[src/rtl/fpid_pkg.sv]
package fpid_pkg;

    localparam int DATA_W  = 32;
    localparam int CFG_W   = 31;
    localparam int CFG_IDX_W = 3;
    localparam int ONE_Q16 = 65536;

    localparam int WINDUP_LIMIT_DEF = 65536;
    localparam int INC_SLOPE_DEF    = 6554;
    localparam int DEC_SLOPE_DEF    = 6554;

    // Register indexes
    localparam logic [CFG_IDX_W-1:0] REG_ERROR_GAIN     = 3'd0;
    localparam logic [CFG_IDX_W-1:0] REG_ERROR_RANGE    = 3'd1;
    localparam logic [CFG_IDX_W-1:0] REG_INTEGRAL_GAIN  = 3'd2;
    localparam logic [CFG_IDX_W-1:0] REG_INTEGRAL_RANGE = 3'd3;
    localparam logic [CFG_IDX_W-1:0] REG_INCREASE_GAIN  = 3'd4;
    localparam logic [CFG_IDX_W-1:0] REG_INCREASE_RANGE = 3'd5;
    localparam logic [CFG_IDX_W-1:0] REG_DECREASE_GAIN  = 3'd6;
    localparam logic [CFG_IDX_W-1:0] REG_DECREASE_RANGE = 3'd7;

    // Divider request: quotient = num*65536/den, for 0 < num < den
    typedef struct packed {
        logic        start;
        logic [33:0] num;
        logic [31:0] den;
    } div_req_t;

    typedef struct packed {
        logic        done;
        logic [16:0] quot;
    } div_rsp_t;

endpackage

[src/rtl/fpid_div.sv]
// Restoring divider, one quotient bit per cycle, 16 quotient bits in a 17-bit result.
// Caller guarantees num < den so the result stays below one, except
// saturated cases which the caller handles itself.
module fpid_div
(
    input  logic              clk,
    input  logic              rst_n,
    input  fpid_pkg::div_req_t req,
    output fpid_pkg::div_rsp_t rsp
);
    import fpid_pkg::*;

    logic [33:0] rem_reg, rem_next;
    logic [31:0] den_reg, den_next;
    logic [16:0] quot_reg, quot_next;
    logic [4:0]  cnt_reg, cnt_next;
    logic        busy_reg, busy_next;
    logic        done_reg, done_next;
    logic [34:0] trial;

    // Shift-subtract step
    always_comb
    begin
        rem_next  = rem_reg;
        den_next  = den_reg;
        quot_next = quot_reg;
        cnt_next  = cnt_reg;
        busy_next = busy_reg;
        done_next = 1'b0;
        trial     = {rem_reg, 1'b0} - {3'b0, den_reg};
        if (req.start)
        begin
            rem_next  = req.num;
            den_next  = req.den;
            quot_next = '0;
            cnt_next  = 5'd16;
            busy_next = 1'b1;
        end
        else if (busy_reg)
        begin
            if (!trial[34])
            begin
                rem_next  = trial[33:0];
                quot_next = {quot_reg[15:0], 1'b1};
            end
            else
            begin
                rem_next  = {rem_reg[32:0], 1'b0};
                quot_next = {quot_reg[15:0], 1'b0};
            end
            if (cnt_reg == 5'd1)
            begin
                busy_next = 1'b0;
                done_next = 1'b1;
            end
            cnt_next = cnt_reg - 5'd1;
        end
    end

    always_ff @(posedge clk or negedge rst_n)
    begin
        if (!rst_n)
        begin
            busy_reg <= 1'b0;
            done_reg <= 1'b0;
            cnt_reg  <= '0;
        end
        else
        begin
            busy_reg <= busy_next;
            done_reg <= done_next;
            cnt_reg  <= cnt_next;
        end
    end

    always_ff @(posedge clk)
    begin
        rem_reg  <= rem_next;
        den_reg  <= den_next;
        quot_reg <= quot_next;
    end

    assign rsp.done = done_reg;
    assign rsp.quot = quot_reg;

endmodule

[src/rtl/fuzzy_pid_axis_controller_top.sv]
// One axis of a fuzzy PID controller. A (measured, target) word is taken when
// in_valid is high and in_stall low. in_stall stays high from the cycle after
// the accept until the force word has moved into the output register. A
// sequencer works out fourteen memberships one at a time. A clamped membership
// is set directly, without the divider. Any other membership runs through one
// shared restoring divider, and at most seven per word need it. Then one shared
// 32x18 multiplier forms the rule products and the weighted sum. If the previous
// force word is still stalled at that point, the block waits for it. A range
// register holding zero acts as one LSB. Write the configuration through
// cfg_wr, cfg_idx and cfg_data only while no word is in flight.
module fuzzy_pid_axis_controller_top
#(
    parameter int WINDUP_LIMIT = fpid_pkg::WINDUP_LIMIT_DEF,
    parameter int INC_SLOPE    = fpid_pkg::INC_SLOPE_DEF,
    parameter int DEC_SLOPE    = fpid_pkg::DEC_SLOPE_DEF
)
(
    input  logic                          clk,
    input  logic                          rst_n,
    input  logic                          cfg_wr,
    input  logic [fpid_pkg::CFG_IDX_W-1:0] cfg_idx,
    input  logic [fpid_pkg::CFG_W-1:0]    cfg_data,
    input  logic                          in_valid,
    output logic                          in_stall,
    input  logic signed [31:0]            measured,
    input  logic signed [31:0]            target,
    output logic                          out_valid,
    input  logic                          out_stall,
    output logic signed [31:0]            force_res
);
    import fpid_pkg::*;

    typedef enum logic [5:0] {
        ST_IDLE = 6'b000001,
        ST_PREP = 6'b000010,
        ST_DIV  = 6'b000100,
        ST_WAIT = 6'b001000,
        ST_MUL  = 6'b010000,
        ST_OUT  = 6'b100000
    } state_t;

    // Configuration registers
    logic [CFG_W-1:0] gain_reg [4];
    logic [CFG_W-1:0] range_reg [4];

    always_ff @(posedge clk or negedge rst_n)
    begin
        if (!rst_n)
        begin
            for (int k = 0; k < 4; k++)
            begin
                gain_reg[k]  <= '0;
                range_reg[k] <= CFG_W'(ONE_Q16);
            end
        end
        else if (cfg_wr)
        begin
            unique case (cfg_idx)
                REG_ERROR_GAIN:     gain_reg[0]  <= cfg_data;
                REG_ERROR_RANGE:    range_reg[0] <= cfg_data;
                REG_INTEGRAL_GAIN:  gain_reg[1]  <= cfg_data;
                REG_INTEGRAL_RANGE: range_reg[1] <= cfg_data;
                REG_INCREASE_GAIN:  gain_reg[2]  <= cfg_data;
                REG_INCREASE_RANGE: range_reg[2] <= cfg_data;
                REG_DECREASE_GAIN:  gain_reg[3]  <= cfg_data;
                REG_DECREASE_RANGE: range_reg[3] <= cfg_data;
                default: ;
            endcase
        end
    end

    state_t            state_reg, state_next;
    logic signed [31:0] prev_reg, integ_reg;
    logic signed [32:0] err_reg;
    logic signed [33:0] der_reg;
    logic signed [33:0] ival_reg;
    logic [3:0]        mi_reg;          // membership index 0..13
    logic [16:0]       mem_reg [14];    // membership values
    logic [3:0]        pi_reg;          // multiplier step 0..10
    logic [16:0]       s1 [4];
    logic [16:0]       ma_reg, mb_reg;
    logic signed [49:0] prod_reg;
    logic signed [66:0] acc_reg;
    logic signed [31:0] force_reg;
    logic              out_valid_reg;
    logic              out_free;

    // Membership request per index: value v and peak p, kind inverse
    logic signed [33:0] mv;
    logic [31:0]        mp;
    logic               minv;
    function automatic logic [31:0] peak(input logic [CFG_W-1:0] r);
        peak = (r == '0) ? 32'd1 : {1'b0, r};
    endfunction

    // Ranges 0..7 from registers, then integral and derivative ramps
    always_comb
    begin
        mv = '0; mp = 32'd1; minv = 1'b0;
        case (mi_reg)
            4'd0:  begin mv = 34'(err_reg);  mp = peak(range_reg[0]); end
            4'd1:  begin mv = -34'(err_reg); mp = peak(range_reg[0]); end
            4'd2:  begin mv = 34'(err_reg);  mp = peak(range_reg[1]); end
            4'd3:  begin mv = -34'(err_reg); mp = peak(range_reg[1]); end
            4'd4:  begin mv = 34'(err_reg);  mp = peak(range_reg[2]); end
            4'd5:  begin mv = -34'(err_reg); mp = peak(range_reg[2]); end
            4'd6:  begin mv = 34'(err_reg);  mp = peak(range_reg[3]); minv = 1'b1; end
            4'd7:  begin mv = -34'(err_reg); mp = peak(range_reg[3]); minv = 1'b1; end
            4'd8:  begin mv = ival_reg;      mp = 32'(WINDUP_LIMIT); end
            4'd9:  begin mv = -ival_reg;     mp = 32'(WINDUP_LIMIT); end
            4'd10: begin mv = der_reg;       mp = 32'(INC_SLOPE); end
            4'd11: begin mv = -der_reg;      mp = 32'(INC_SLOPE); end
            4'd12: begin mv = -der_reg;      mp = 32'(DEC_SLOPE); end
            default: begin mv = der_reg;     mp = 32'(DEC_SLOPE); end
        endcase
    end

    // Divider
    div_req_t dreq;
    div_rsp_t drsp;
    fpid_div u_div (.clk(clk), .rst_n(rst_n), .req(dreq), .rsp(drsp));

    logic trivial;
    logic [16:0] trivial_val;
    always_comb
    begin
        trivial = 1'b1;
        trivial_val = '0;
        dreq = '0;
        if (!minv)
        begin
            if (mv <= 0) trivial_val = '0;
            else if (mv >= $signed({2'b0, mp})) trivial_val = 17'(ONE_Q16);
            else
            begin
                trivial = 1'b0;
                dreq.num = mv;
            end
        end
        else
        begin
            if (mv < 0 || mv >= $signed({2'b0, mp})) trivial_val = '0;
            else if (mv == 0) trivial_val = 17'(ONE_Q16);
            else
            begin
                trivial = 1'b0;
                dreq.num = 34'($signed({2'b0, mp}) - mv);
            end
        end
        dreq.den   = mp;
        dreq.start = (state_reg == ST_DIV) && !trivial;
    end

    // Rule differences in signed Q1.16
    logic signed [17:0] dif [4];
    always_comb
    begin
        dif[0] = $signed({1'b0, mem_reg[0]}) - $signed({1'b0, mem_reg[1]});
        dif[1] = $signed({1'b0, s1[0]}) - $signed({1'b0, s1[1]});
        dif[2] = $signed({1'b0, s1[2]}) - $signed({1'b0, s1[3]});
        dif[3] = $signed({1'b0, ma_reg}) - $signed({1'b0, mb_reg});
    end

    // Shared multiplier operands: steps 0..5 pair products, 6..9 gain times difference
    logic signed [31:0] mul_a;
    logic signed [17:0] mul_b;
    always_comb
    begin
        mul_a = '0;
        mul_b = '0;
        case (pi_reg)
            4'd0: begin mul_a = 32'(mem_reg[2]); mul_b = 18'(mem_reg[8]);  end
            4'd1: begin mul_a = 32'(mem_reg[3]); mul_b = 18'(mem_reg[9]);  end
            4'd2: begin mul_a = 32'(mem_reg[4]); mul_b = 18'(mem_reg[10]); end
            4'd3: begin mul_a = 32'(mem_reg[5]); mul_b = 18'(mem_reg[11]); end
            4'd4: begin mul_a = 32'(mem_reg[6]); mul_b = 18'(mem_reg[12]); end
            4'd5: begin mul_a = 32'(mem_reg[7]); mul_b = 18'(mem_reg[13]); end
            4'd6: begin mul_a = $signed({1'b0, gain_reg[0]}); mul_b = dif[0]; end
            4'd7: begin mul_a = $signed({1'b0, gain_reg[1]}); mul_b = dif[1]; end
            4'd8: begin mul_a = $signed({1'b0, gain_reg[2]}); mul_b = dif[2]; end
            4'd9: begin mul_a = $signed({1'b0, gain_reg[3]}); mul_b = dif[3]; end
            default: ;
        endcase
    end

    // Sequencer
    logic signed [31:0] e_sat;
    logic signed [32:0] e_raw;
    logic signed [33:0] i_raw;
    logic signed [50:0] fl;
    logic signed [31:0] frc;
    assign e_raw = 33'(target) - 33'(measured);
    assign e_sat = (e_raw > 33'sd2147483647) ? 32'sh7fffffff :
                   (e_raw < -33'sd2147483648) ? 32'sh80000000 : e_raw[31:0];
    assign i_raw = 34'(integ_reg) + 34'(e_sat);

    always_comb
    begin
        fl  = 51'(acc_reg >>> 16);
        frc = (fl > 51'sd2147483647) ? 32'sh7fffffff :
              (fl < -51'sd2147483648) ? 32'sh80000000 : fl[31:0];
    end

    // Output register can take a new word
    assign out_free = !out_valid_reg || !out_stall;

    always_comb
    begin
        state_next = state_reg;
        unique case (state_reg)
            ST_IDLE: if (in_valid) state_next = ST_PREP;
            ST_PREP: state_next = ST_DIV;
            ST_DIV:  state_next = trivial ? ((mi_reg == 4'd13) ? ST_MUL : ST_DIV) : ST_WAIT;
            ST_WAIT: if (drsp.done) state_next = (mi_reg == 4'd13) ? ST_MUL : ST_DIV;
            ST_MUL:  if (pi_reg == 4'd10) state_next = ST_OUT;
            ST_OUT:  if (out_free) state_next = ST_IDLE;
            default: state_next = ST_IDLE;
        endcase
    end

    always_ff @(posedge clk or negedge rst_n)
    begin
        if (!rst_n)
        begin
            state_reg     <= ST_IDLE;
            prev_reg      <= '0;
            integ_reg     <= '0;
            out_valid_reg <= 1'b0;
            mi_reg        <= '0;
            pi_reg        <= '0;
        end
        else
        begin
            state_reg <= state_next;
            if (state_reg == ST_OUT && out_free) out_valid_reg <= 1'b1;
            else if (!out_stall) out_valid_reg <= 1'b0;
            unique case (state_reg)
                ST_IDLE:
                begin
                    if (in_valid)
                    begin
                        prev_reg <= e_sat;
                        integ_reg <= (i_raw > 34'(WINDUP_LIMIT)) ? 32'(WINDUP_LIMIT) :
                                     (i_raw < -34'(WINDUP_LIMIT)) ? -32'(WINDUP_LIMIT) :
                                     i_raw[31:0];
                        mi_reg <= '0;
                        pi_reg <= '0;
                    end
                end
                ST_DIV:  if (trivial) mi_reg <= mi_reg + 4'd1;
                ST_WAIT: if (drsp.done) mi_reg <= mi_reg + 4'd1;
                ST_MUL:  pi_reg <= pi_reg + 4'd1;
                default: ;
            endcase
        end
    end

    // Datapath registers
    always_ff @(posedge clk)
    begin
        if (state_reg == ST_IDLE && in_valid)
        begin
            err_reg  <= 33'(e_sat);
            der_reg  <= 34'(e_sat) - 34'(prev_reg);
            ival_reg <= (i_raw > 34'(WINDUP_LIMIT)) ? 34'(WINDUP_LIMIT) :
                        (i_raw < -34'(WINDUP_LIMIT)) ? -34'(WINDUP_LIMIT) : i_raw;
            acc_reg  <= '0;
        end
        if (state_reg == ST_DIV && trivial) mem_reg[mi_reg] <= trivial_val;
        if (state_reg == ST_WAIT && drsp.done) mem_reg[mi_reg] <= drsp.quot;
        if (state_reg == ST_MUL)
        begin
            prod_reg <= mul_a * mul_b;
            // pair products are taken from the registered product, then the weighted sum
            case (pi_reg) inside
                4'd1: s1[0] <= prod_reg[32:16];
                4'd2: s1[1] <= prod_reg[32:16];
                4'd3: s1[2] <= prod_reg[32:16];
                4'd4: s1[3] <= prod_reg[32:16];
                4'd5: ma_reg <= prod_reg[32:16];
                4'd6: mb_reg <= prod_reg[32:16];
                [4'd7:4'd9]: acc_reg <= acc_reg + 67'(prod_reg);
                4'd10: acc_reg <= acc_reg - 67'(prod_reg);
                default: ;
            endcase
        end
        if (state_reg == ST_OUT && out_free) force_reg <= frc;
    end

    assign in_stall  = (state_reg != ST_IDLE);
    assign out_valid = out_valid_reg;
    assign force_res = force_reg;

endmodule

[config.mk]
export PLATFORM = sky130hd
export DESIGN_NAME = fuzzy_pid_axis_controller_top
export DESIGN_NICKNAME = d
export VERILOG_FILES = /design/src/rtl/fpid_pkg.sv /design/src/rtl/fpid_div.sv /design/src/rtl/fuzzy_pid_axis_controller_top.sv
export SDC_FILE = /design/constraint.sdc
export NUM_CORES = 2
export LEC_CHECK = 0
export BUFFER_PORTS_ARGS = -buffer_cell sky130_fd_sc_hd__clkbuf_2
export CAP_MARGIN = 20
export CORE_ASPECT_RATIO = 1.2
export CORE_MARGIN = 3
export CORE_UTILIZATION = 59
export CTS_CLUSTER_DIAMETER = 60
export DETAILED_ROUTE_END_ITERATION = 8
export PLACE_DENSITY = 0.78
export SLEW_MARGIN = 30
export SYNTH_ARGS = -nofsm -noshare
export SYNTH_HDL_FRONTEND = slang
export SYNTH_SLANG_ARGS = --single-unit
[constraint.sdc]
create_clock -name clk -period 9 [get_ports clk]
set_input_delay 0.9 -clock clk [delete_from_list [all_inputs] [get_ports clk]]
set_output_delay 0.9 -clock clk [all_outputs]
set_load 0.05 [all_outputs]
* Word level (Yosys, flattened, before mapping)
Memory sizes are Yosys's and may differ from the RTL's. Index checks and enable logic that the tools add are counted.
Storage, ports and cells: bits in registers 700, latch bits 0, bits in writable memories 306, memory bits (read-only) 0, input port bits 103, word-level logic and storage cells 255, memories 2
Operators by class: $add $sub $neg 17, $mul 1, div/mod/pow operators 0, order comparisons 11, equality and inequality tests 43, shift operators 0, multiplexer cells 98, bitwise logic cells 6, reduce and logical (&&, ||, !) cells 48
Memories:
- mem_reg | depth 14, width 17, read ports 14, clocked after Yosys merged registers in 0, wr ports 1, line fuzzy_pid_axis_controller_top.sv:78 | logic [16:0] mem_reg [14];
- s1 | depth 4, width 17, read ports 4, clocked after Yosys merged registers in 0, wr ports 1, line fuzzy_pid_axis_controller_top.sv:80 | logic [16:0] s1 [4];
Operator list (count):
- 67-bit 2-to-1 mux | 10
- 31-bit one-hot mux with 10 select lines | 1
- 34-bit 2-to-1 mux | 9
- 18-bit one-hot mux with 10 select lines | 1
- 34-bit one-hot mux with 5 select lines | 1
- 32-bit 2-to-1 mux | 5
- 31-bit one-hot mux with 5 select lines | 1
- 17-bit 2-to-1 mux | 9
- 31-bit zero test | 4
- 31-bit 2-to-1 mux | 4
- 17-bit by 17-bit subtractor with 18-bit output | 4
- 34-bit negator | 2
- 67-bit by 50-bit adder with 67-bit output | 1
- 67-bit by 50-bit subtractor with 67-bit output | 1
- 32-bit by 32-bit subtractor with 33-bit output | 2
- 51-bit by 32-bit greater-than comparator with 1-bit output, second input constant | 1
- 51-bit by 32-bit less-than comparator with 1-bit output, second input constant | 1
- 17-bit OR reduction | 3
- 32-bit by 18-bit multiplier with 50-bit output | 1
- 1-bit 2-to-1 mux | 40
- 6-bit one-hot mux with 6 select lines | 1
- 35-bit by 32-bit subtractor with 35-bit output | 1
- 34-bit by 33-bit >= comparator with 1-bit output | 1
- 34-bit by 1-bit <= comparator with 1-bit output, second input constant | 1
- 51 further kinds | 119

* Longest topological paths before layout
depth after elaboration 12, mapped depth 39, depth with buffers taken out 37

* By module
From an unflattened synthesis, not the netlist that was laid out.
Second synthesis, totals: cells, all modules 8324, area, all modules 79731.5 µm²
Modules (own cells, without submodules):
- fuzzy_pid_axis_controller_top | times used 1, cells an instance 7755, area an instance 74134.9 µm², sequential area each 25145.4 µm²
- fpid_div | times used 1, cells an instance 569, area an instance 5596.6 µm², sequential area each 2497.4 µm²

* Least setup slack after synthesis
No wires, ideal clock.
path kind register to register, start register ma_reg[2], end register prod_reg[48], data pin, library setup time 258 ps, data arrival time 8481 ps, required time 8742 ps, slack 262 ps, stages on the path, launching flop included 35, buffers on the path 1, cell sequence edfxtp_1 -> ha_1 -> nor2b_1 -> o21ai_0 -> a21boi_0 -> o41a_1 -> a41o_1 -> o221a_2 -> a2111o_1 -> a21o_1 -> o211ai_1 -> a211oi_1 -> clkbuf_1 -> or2_2 -> fa_1 -> fa_1 -> inv_1 -> fa_1 -> fa_1 -> fa_1 -> inv_1 -> fa_1 -> inv_1 -> ha_1 -> and3_1 -> and4_1 -> nand3_1 -> a21oi_1 -> o41a_1 -> a221oi_1 -> o21ai_0 -> a21oi_1 -> o31ai_1 -> a21oi_1 -> xnor2_1
Between the ends: longest elaborated chain between the ends 3
RTL lines:
- start, declared | line fuzzy_pid_axis_controller_top.sv:81 | logic [16:0] ma_reg, mb_reg;
- start signal, assigned | line fuzzy_pid_axis_controller_top.sv:280 | 4'd5: ma_reg <= prod_reg[32:16];
- 17-bit by 17-bit subtractor with 18-bit output | line fuzzy_pid_axis_controller_top.sv:161 | dif[3] = $signed({1'b0, ma_reg}) - $signed({1'b0, mb_reg});
- 18-bit one-hot mux with 10 select lines | line fuzzy_pid_axis_controller_top.sv:171 | case (pi_reg)
- 32-bit by 18-bit multiplier with 50-bit output | line fuzzy_pid_axis_controller_top.sv:273 | prod_reg <= mul_a * mul_b;
- end signal, assigned | line fuzzy_pid_axis_controller_top.sv:273
- end, declared | line fuzzy_pid_axis_controller_top.sv:82 | logic signed [49:0] prod_reg;
No other way between the ends. A chain may end at the register's enable or synchronous reset.

==> flow_metrics.env <==
export IMPL_status="finished clean"
export IMPL_ys_top_cells_by_count="963 x inv_1, 839 x nand2_1, 585 x edfxtp_1"
export IMPL_cpMostUsedCell="fa_1"
export IMPL_relSlewSlack=0.2860
export IMPL_grt_pass1_vias=69100
export IMPL_clockRootBuffer="clkbuf_16"
export IMPL_dieArea_um2=139900
export IMPL_synthTopCellsByArea="edfxtp_1 22%, fa_1 12%, dfrtp_1 10%, ha_1 8.3%, inv_1 4.5%"
export IMPL_slowest_stage="fa_1"
export IMPL_htree_num_levels=3
export IMPL_ioPinCount=137
export IMPL_fp_coreArea_um2=134100
export IMPL_dpl_hpwl_mm=198.8
export IMPL_fin_util=0.6681
export IMPL_finalNetCount=9773
export IMPL_max_stage_delay_ns=0.58
export IMPL_vias=68010
export IMPL_yosys_cell_count_top_type="inv_1"
export IMPL_syn_nets=9472
export IMPL_ys_seq_area_frac=0.3455
export IMPL_worst_slack_ns=0.1530
export IMPL_hp_class="in -> reg"
export IMPL_placed_cells=10320
export IMPL_avgSynthCellArea_um2=9.553
export IMPL_max_cap_violations=0
export IMPL_dp_slack_ns=-0.2689
export IMPL_via_per_inst=6.439
export IMPL_synth_top_cell_by_area="edfxtp_1"
export IMPL_cp_required_ns=9.48
export IMPL_syn2layout_area_growth_pct=12.10
export IMPL_n_fill_cell=10380
export IMPL_worst_setup_path_start_kind="flip-flop"
export IMPL_path_max_fanout=5
export IMPL_synth_top_area_frac=0.2198
export IMPL_ys_ff_latch=1003
export IMPL_largest_reg_flops=238
export IMPL_worst_pin_slew_ns=1.065
export IMPL_worstPathArrival_ns=9.32
export IMPL_setup_violations=0
export IMPL_ys_warn_count=0
export IMPL_fin_crit_sh=0.9830
export IMPL_clk_latency_ns=0.80
export IMPL_cts_made_buffers=106
export IMPL_die_width_um=342.0
export IMPL_peakVddDrop_mv=0.2071
export IMPL_hold_ws_ns=0.3114
export IMPL_drive_gt1_frac=0.1441
export IMPL_initial_core_util=0.5960
export IMPL_routed_wl_mm=261.1
export IMPL_drc=0
export IMPL_synth_edf_count=585
export IMPL_dr_pass1_iters=7
export IMPL_synthCells=8365
export IMPL_synth_ff_type="edfxtp_1"
export IMPL_port_buffers=136
export IMPL_design_area_um2=89580
export IMPL_antenna_found_initial=23
export IMPL_rsz0062_at_grt="yes"
export IMPL_end_kind="flip-flop"
export IMPL_grt_max_degree=78
export IMPL_p_per_area_nw_per_um2=218.2
export IMPL_cts_tree="yes"
export IMPL_instances_no_fill=10560
export IMPL_cts_clk_slew_worst_paths_ns=0.07
export IMPL_gp_congestion=1.026
export IMPL_placedInstanceArea_um2=84950
export IMPL_clock_sinks=1003
export IMPL_p_leak_nw=38.56
export IMPL_skew_ns=0.09015
export IMPL_r2r_cells=34
export IMPL_drtIter0Drc=6955
export IMPL_wire_per_inst_um=24.72
export IMPL_final_hold_violation_count=0
export IMPL_slew_viol_final=0
export IMPL_synth_area_um2=79910
export IMPL_fin_crit_ns=8.847
export IMPL_die_h_um=409.2
export IMPL_hold_depth=2
export IMPL_grt_usage=0.3691
export IMPL_max_freq_ghz=0.1130
export IMPL_yosysUniqueCellTypes=103
export IMPL_grt_pass1_wl_mm=399.3
export IMPL_synth_async_reset_ratio=0.3330
export IMPL_rows=147
export IMPL_grt_overflow_total=0
export IMPL_clk_path_buf_depth=3
export IMPL_final_antenna_net_count=0
export IMPL_path_class="reg -> reg"
-- final cells by class --
cell class | count | area, um^2 | share of cell area
multi-input cells | 6003 | 48020 | 0.5360
well taps | 1788 | 2237 | 0.02497
clock buffers | 139 | 2909 | 0.03247
diodes | 15 | 37.54 | 0.0004190
flip-flops and latches | 1003 | 27610 | 0.3082
inverters | 968 | 3638 | 0.04062
repair buffers | 584 | 4332 | 0.04835
clock inverters | 62 | 797.0 | 0.008897
-- placed cells by master (no fill, tap or decap), drive strengths merged, types with 153 or more instances in the layout --
cell type / Yosys / layout
edfxtp: 585 / 585
nor3: 195 / 195
inv: 965 / 977
nor2: 527 / 527
ha: 529 / 529
buf: 47 / 448
mux2: 269 / 269
nand3: 153 / 153
a21oi: 439 / 439
fa: 475 / 475
a22oi: 160 / 160
o21ai: 333 / 333
clkbuf: 344 / 274
xnor2: 200 / 200
nand2: 840 / 840
dfrtp: 329 / 329
-- worst paths after layout --
path,startpoint,endpoint,slack (ns)
setup / recovery,s1[3][1]$_DFFE_PP_,prod_reg[42]$_DFFE_PP_,0.15
min in group asynchronous,rst_n,prev_reg[0]$_DFFE_PN0P_,0.59
setup reg to reg,s1[3][1]$_DFFE_PP_,prod_reg[42]$_DFFE_PP_,0.15
max in group asynchronous,rst_n,gain_reg[16]$_DFFE_PN0P_,6.48
hold reg to reg,integ_reg[15]$_DFFE_PN0P_,integ_reg[15]$_DFFE_PN0P_,0.49
hold / removal,in_valid,state_reg[0]$_DFFE_PN1P_,0.31
-- metal layers --
layer | share of wire | GRT usage | up-vias
met5 | 0.00042 | 0 | -
met4 | 0.078 | 0.2468 | 16
met3 | 0.087 | 0.06860 | 945
met2 | 0.48 | 0.6185 | 3378
met1 | 0.36 | 0.4315 | 33350
li1 | - | - | 30320
-- report_power, final --
part | switching, mW | internal [mW]
Sequential | 0.620 | 5.75
Clock | 2.02 | 2.64
Combinational | 5.07 | 3.46
-- through the flow --
| stage | total power, mW | setup TNS (ns) |
|---|---|---|
| 6_report | 19.55 | 0 |
| 5_1_grt | 20.52 | -1.596 |
| 4_1_cts | 19.34 | 0 |
| 3_5_place_dp | 14.67 | -2.130 |
| 3_3_place_gp | 14.48 | -0.9823 |
| 2_1_floorplan | 11.78 | 0 |
-- timing repair --
item / CTS / global route
hold buffers: 1 / 0
setup buffers: 1 / 21
gates resized for setup: 23 / 145
setup endpoints to repair: 14 / 22
hold endpoints to repair: 9 / 0
pin swaps: 5 / 89
-- worst max-delay path: cells and delay by family (launching register included) --
family          cells  cell delay (ns)
compound gates     15             3.38
xor+xnor            2             0.21
fa+ha+maj           8             3.49
buf+inv             5             0.67
flops               1             0.44
simple gates        4             0.32
-- cells by family after synthesis --
| family | after synthesis | synth area share |
|---|---|---|
| and+or+nand+nor | 2454 | 0.1479 |
| xor gates and xnor gates | 285 | 0.03124 |
| adders and majority gates | 1005 | 0.2019 |
| DFF | 1003 | 0.3455 |
| buffers and inverters | 1359 | 0.06452 |
| AOI/OAI and AO/OA | 1946 | 0.1654 |
| muxes | 313 | 0.04342 |
Note: power is estimated with default switching activity, not from simulation.
